[config.mk]
export PLATFORM = sky130hd
export DESIGN_NAME = sacl_ctrl
export DESIGN_NICKNAME = d
export VERILOG_FILES = /design/src/hw/rtl/sacl_pkg.sv /design/src/hw/rtl/sacl_ctrl.sv
export SDC_FILE = /design/constraint.sdc
export NUM_CORES = 1
export LEC_CHECK = 0
export BUFFER_PORTS_ARGS = -buffer_cell sky130_fd_sc_hd__buf_2
export CORE_AREA = 4 4 41 43
export CTS_CLUSTER_SIZE = 40
export DETAILED_ROUTE_END_ITERATION = 10
export DIE_AREA = 0 0 45 47
export GPL_TIMING_DRIVEN = 1
export PLACE_DENSITY = 0.45
export SLEW_MARGIN = 20
export SYNTH_ARGS = -nofsm -noshare
export SYNTH_HDL_FRONTEND = slang
export SYNTH_SLANG_ARGS = --single-unit
[constraint.sdc]
create_clock -name clk -period 1 [get_ports clk]
set_input_delay 0.1 -clock clk [delete_from_list [all_inputs] [get_ports clk]]
set_output_delay 0.1 -clock clk [all_outputs]
set_load 0.02 [all_outputs]
[src/hw/rtl/sacl_pkg.sv]
// Shared types, constants and helpers for the set-associative LRU cache tag store.
`default_nettype none
package sacl_pkg;

  localparam int MAX_SETS   = 256;
  localparam int MAX_WAYS   = 8;
  localparam int ADDR_W     = 64;
  localparam int STAMP_W    = 32;
  localparam int CNT_W      = 32;
  localparam int CFG_IDX_W  = 2;
  localparam int CFG_DATA_W = 6;

  localparam logic [CNT_W-1:0] CNT_SAT = '1;

  localparam logic [3:0] SET_BITS_RST    = 4'd4;
  localparam logic [5:0] OFFSET_BITS_RST = 6'd4;
  localparam logic [3:0] WAYS_USED_RST   = 4'd1;

  typedef enum logic [CFG_IDX_W-1:0] {
    REG_SET_BITS    = 2'd0,
    REG_OFFSET_BITS = 2'd1,
    REG_WAYS_USED   = 2'd2
  } cfg_reg_t;

  typedef enum logic [1:0] {
    OC_HIT   = 2'd0,
    OC_MISS  = 2'd1,
    OC_EVICT = 2'd2
  } outcome_t;

  typedef enum logic [1:0] {
    ST_CLEAR,
    ST_IDLE,
    ST_EVAL
  } state_t;

  typedef struct packed {
    logic               valid;
    logic [ADDR_W-1:0]  tag;
    logic [STAMP_W-1:0] stamp;
  } line_t;

  // controller -> datapath
  typedef struct packed {
    logic clear_step;
    logic load;
    logic fire;
    logic last;
  } cmd_t;

  // datapath -> controller
  typedef struct packed {
    logic clear_done;
    logic out_free;
    logic modify;
  } status_t;

  function automatic logic [CNT_W-1:0] sat_inc(input logic [CNT_W-1:0] v);
    return (v == CNT_SAT) ? v : v + CNT_W'(1);
  endfunction

  function automatic int floor_log2(input int v);
    int k;
    k = 0;
    while ((k < 31) && ((64'(1) << (k + 1)) <= 64'(v))) begin
      k++;
    end
    return k;
  endfunction

endpackage
`default_nettype wire

[src/hw/rtl/sacl_ctrl.sv]
// Access sequencer: clearing pass, word accept, evaluate and second pass of a modify.
`default_nettype none
module sacl_ctrl (
  input  wire logic              clk,
  input  wire logic              rst,
  input  wire logic              in_valid,
  output logic                   in_ready,
  input  wire sacl_pkg::status_t status,
  output sacl_pkg::cmd_t         cmd
);

  sacl_pkg::state_t state, state_next;
  logic second, second_next;

  always_ff @(posedge clk) begin
    if (rst) begin
      state  <= sacl_pkg::ST_CLEAR;
      second <= 1'b0;
    end else begin
      state  <= state_next;
      second <= second_next;
    end
  end

  always_comb begin
    state_next     = state;
    second_next    = second;
    in_ready       = 1'b0;
    cmd.clear_step = 1'b0;
    cmd.load       = 1'b0;
    cmd.fire       = 1'b0;
    cmd.last       = 1'b0;
    unique case (state)
      sacl_pkg::ST_CLEAR: begin
        cmd.clear_step = 1'b1;
        if (status.clear_done) begin
          state_next = sacl_pkg::ST_IDLE;
        end
      end
      sacl_pkg::ST_IDLE: begin
        in_ready = 1'b1;
        if (in_valid) begin
          cmd.load    = 1'b1;
          second_next = 1'b0;
          state_next  = sacl_pkg::ST_EVAL;
        end
      end
      sacl_pkg::ST_EVAL: begin
        // result register must be free before the set is updated
        if (status.out_free) begin
          cmd.fire = 1'b1;
          cmd.last = !status.modify || second;
          if (status.modify && !second) begin
            second_next = 1'b1;
          end else begin
            state_next = sacl_pkg::ST_IDLE;
          end
        end
      end
      default: begin
        state_next = sacl_pkg::ST_CLEAR;
      end
    endcase
  end

endmodule
`default_nettype wire

Word level (Yosys, flattened, before mapping)
Index checks and enable logic that the tools add are counted.
{"block": "word_totals", "register_bits": 3, "input_bits": 6, "wordCells": 32}
{"block": "op_classes", "eq_ne": 7, "muxes": 15, "n_reduce_logical": 8}
{"operator": "2-to-1 mux 2 bit", "n": 6}
{"operator": "inequality test 2 bit (second input constant)", "n": 5}
{"operator": "AND reduction 4 bit", "n": 2}
{"operator": "2-to-1 mux 1 bit", "n": 7}
{"operator": "case mux 2 bit (3 select lines)", "n": 1}
{"operator": "== test 2 x 1 -> 1 bit (second input constant)", "n": 1}
{"operator": "== test 2 bit (second input constant)", "n": 1}
{"operator": "logical NOT 1 bit", "n": 2}
{"operator": "logical NOT 2 bit", "n": 1}
{"operator": "case mux 1 bit (2 select lines)", "n": 1}
{"operator": "nonzero test 2 bit", "n": 1}
{"operator": "logical AND 1 bit", "n": 1}
{"operator": "logical OR 1 bit", "n": 1}

Logic depth before layout (Yosys ltp)
{"block": "depth", "ltp_word": 5, "mapped_depth": 4, "mapped_depth_nobuf": 3}

Least setup slack after synthesis
Ideal clock, no wire load.
{"block": "synth_timing", "kind": "register to output", "from": "register state[1]", "to": "output cmd[0] (netlist name)", "arrival_time_ns": 0.903, "slack_ns": -0.003, "path_stages_with_launch": 5, "n_path_buf": 1, "path_cell_list": "dfxtp_1 buf_4 and3b_2 nand2b_2 inv_1"}
{"item": "start, declared", "line_no": "sacl_ctrl.sv:12", "rtl": "sacl_pkg::state_t state, state_next;"}
{"item": "start signal, assigned", "line_no": "sacl_ctrl.sv:17", "rtl": "state <= sacl_pkg::ST_CLEAR;"}
{"item": "start signal, assigned", "line_no": "sacl_ctrl.sv:20", "rtl": "state <= state_next;"}
{"item": "end, declared", "line_no": "sacl_ctrl.sv:9", "rtl": "output sacl_pkg::cmd_t cmd"}

==> summary.md <==
- **result of the run** complete, but fails checks
- **violations in the final reports** negative setup slack
- **Critical Path Sink Type** output port
- **Sw Ratio** 26.9%
- **Syn. warnings** 0
- **combinational share of power** 26.3%
- **commonest register cell after synthesis** sky130_fd_sc_hd__dfxtp_1
- **Worst Hold Slack** 0.0800 ns
- **Layout Nets** 46
- **endpoint of the most critical setup path** cmd[0]
- **area of the core** 1300 um^2
- **Port-buffer cells** 10
- **number of design rule violations left after detail routing** 0
- **unrepaired setup endpoints after global routing** true
- **Inserted Diodes** 0
- **share of synthesized area occupied by flip-flops and latches** 34.3%
- **Cell Chain, Critical Path** and3b_2 -> nand2b_4 -> inv_2 -> buf_6
- **CP required** 0.90 ns
- **cells taking the most area after synthesis** sky130_fd_sc_hd__dfxtp_1 (34%), sky130_fd_sc_hd__nor2b_1 (7.1%), sky130_fd_sc_hd__a21oi_1 (5.7%), sky130_fd_sc_hd__and3b_2 (5.7%), sky130_fd_sc_hd__o21ai_0 (5.7%)
- **CP startpoint kind** flip-flop
- **final weighted congestion of routability-driven global placement** 0.730
- **Filler cells** 147
- **Final Core Density** 25.7%
- **part of the power in the clock network** 44.9%
- **worst stage delay on the critical path** 0.31 ns
- **maximum number of pins on one net before global-route repair** 7
- **Slew Limit Headroom** 86.3%
- **WL final** 523 um
- **Yosys reg bits** 3
- **share of flip-flops with an asynchronous set or reset after synthesis** 0%
- **Post-Layout Cell Count** 54
- **Post-Place Cells** 49
- **Crit path buffers/inverters** 2
- **worst slew pin tran** 0.204 ns
- **reported leakage power** 0.159 nW
- **I/O pin cnt** 11
- **worst endpoint data arrival time** 1.02 ns
- **final setup fails** 3
- **final-report hold violation count** 0
- **Worst path top cell family by delay** simple AND/OR/NAND/NOR gates
- **wire length of the first global-routing pass** 807 um
- **maximum capacitance violations** 0
- **count of TritonRoute iterations in the first routing pass** 2
- **Clock Latency Late Sink** 0.23 ns
- **number of vias in the routed layout** 207
- **Starting Density** 13.5%
- **sequential power share** 28.8%
- **setup slack of the worst register-to-register path** 0.07 ns
- **Synth area leader** sky130_fd_sc_hd__dfxtp_1
- **via count of the first global-routing pass** 208
- **clock edge transition at the registers on the reported setup and hold paths** 0.03 ns
- **post-synthesis instance area** 175 um^2
- **critical path start-end classification** flip-flop to output port
- **max-slew violation count** 0
- **cells after synthesis** 22
- **area of the die** 2120 um^2
- **Pwr Total** 0.466 mW
- **worst hold-check path type** input port to flip-flop
- **TritonCTS clock tree** done
- **Detail Route Antenna Nets** 0
- **routed len/inst** 9.69 um
- **antenna violations before repair** 0
- **final worst slack** -0.116 ns
- **grt total ovfl** 0
- **worst clock skew** 0.00248 ns
- **H-Tree Level Count** 1
- **HPWL after detailed placement** 384 um
- **depth of the critical timing path with buffers and inverters included** 4
- **std cell rows** 13
- **horizontal die dimension** 45 um
- **per-instance average area after synthesis** 7.96 um^2
- **number of distinct library cells after synthesis** 15
- **root buffer cell** sky130_fd_sc_hd__clkbuf_4
- **worst setup slack before clock tree synthesis** 0.0876 ns
- **Synthesized Nets** 28
- **Reg-to-Reg End** state[0]$_SDFFE_PP0P_
- **depth of the worst register-to-register path** 4
- **cell with the largest stage delay on the worst path** sky130_fd_sc_hd__dfxtp_2
- **clk buf depth** 2
- **number of synthesized flops with an enable pin** 0
- **post-route minimum period** 1.12 ns
- **max frequency** 896 MHz
- **die boundary height** 47 um
- **cell with the most instances after synthesis** sky130_fd_sc_hd__dfxtp_1
- **Power Dens Cells** 1400 nW/um^2
- **proportion of netlist area held by the largest area contributor** 34.3%
- **area growth from synthesis to final layout** 90.7%
- **VDD IR max** 0.661 mV
- **Max Fanout on Critical Path** 3
- **Internal Dissipation** 0.341 mW
- **Setup crit start** state[0]$_SDFFE_PP0P_
- **cts bufs inserted** 3
- **reg-to-reg critical path startpoint** state[0]$_SDFFE_PP0P_
- **global-route usage over all layers** 5.76%
- **proportion of layout cells with a drive suffix above 1** 66.7%
- **final worst path period share** 112%
- **detailed-route vias per instance** 3.83
- **DRT iter0 DRCs** 3
- **reported net switching power** 0.126 mW
- **number of sinks handled by clock tree synthesis** 3
## cells by family (layout without fill, tap and decap cells)
group	Yosys count	after routing	share of synthesized area [%]
and+or+nand+nor	9	9	33.6
DFF	3	3	34.3
buffers and inverters	3	20	8.57
AOI/OAI and AO/OA	7	7	23.6
## timing repair
action / in CTS / in global routing
hold buffers: 0 / 0
resized for setup: 13 / 1
pin swaps: 1 / 0
setup buffers: 1 / 0
setup endpoints to repair: 5 / 5
## state kept, by name, indices dropped and copies added, names as in the netlist
name and count:
state 2, second 1
## worst min path at each step
stage / cells past startpoint / to / start
detailed placement: 2 / state[0]$_SDFFE_PP0P_ / rst
global placement: 2 / state[0]$_SDFFE_PP0P_ / rst
CTS: 2 / state[0]$_SDFFE_PP0P_ / rst
global route: 2 / state[0]$_SDFFE_PP0P_ / rst
floorplan: 1 / state[0]$_SDFFE_PP0P_ / rst
finish: 2 / state[0]$_SDFFE_PP0P_ / rst
## layer usage
layer | vias to the layer above | share of wire [%] | GRT usage [%]
li1 | 109 | - | -
met1 | 88 | 44 | 5.88
met2 | 10 | 41 | 7.91
met3 | 0 | 15 | 6.13
met4 | 0 | 0 | 1.75
met5 | - | 0 | 0
## stage by stage
stage          TNS, ns  area (um^2)
2_1_floorplan        0          175
3_3_place_gp         0          259
3_5_place_dp         0          259
4_1_cts         -0.279          332
5_1_grt         -0.511          334
6_report        -0.252          334
## power by group through the flow
stage                     combinational, mW  sequential (mW)  clock (mW)
final                                 0.122            0.134       0.209
after global routing                  0.131            0.135       0.243
after CTS                             0.121            0.134       0.220
after detailed placement             0.0965            0.134           0
after global placement               0.0960            0.135           0
after floorplan                      0.0531            0.135           0
## cell type report
cell class	instances	area, um^2	area share, %
Inverter	2	7.51	2.25
Multi-Input combinational cell	16	118	35.2
Tap cell	15	18.8	5.62
Timing Repair Buffer	14	101	30.3
Sequential cell	3	62.6	18.7
Clock buffer	4	26.3	7.87
## placed cells by master, fill, tap and decap left out, drive strengths merged
master,netlist,routed
o31ai,1,1
and3b,1,1
a21oi,3,3
dfxtp,3,3
nand2b,1,1
buf,1,14
nor2b,2,2
nand2,1,1
o21ai,3,3
nand4b,1,1
clkbuf,0,4
nor3b,1,1
inv,2,2
nor2,2,2
No activity file was read; power rests on OpenSTA's default activity.
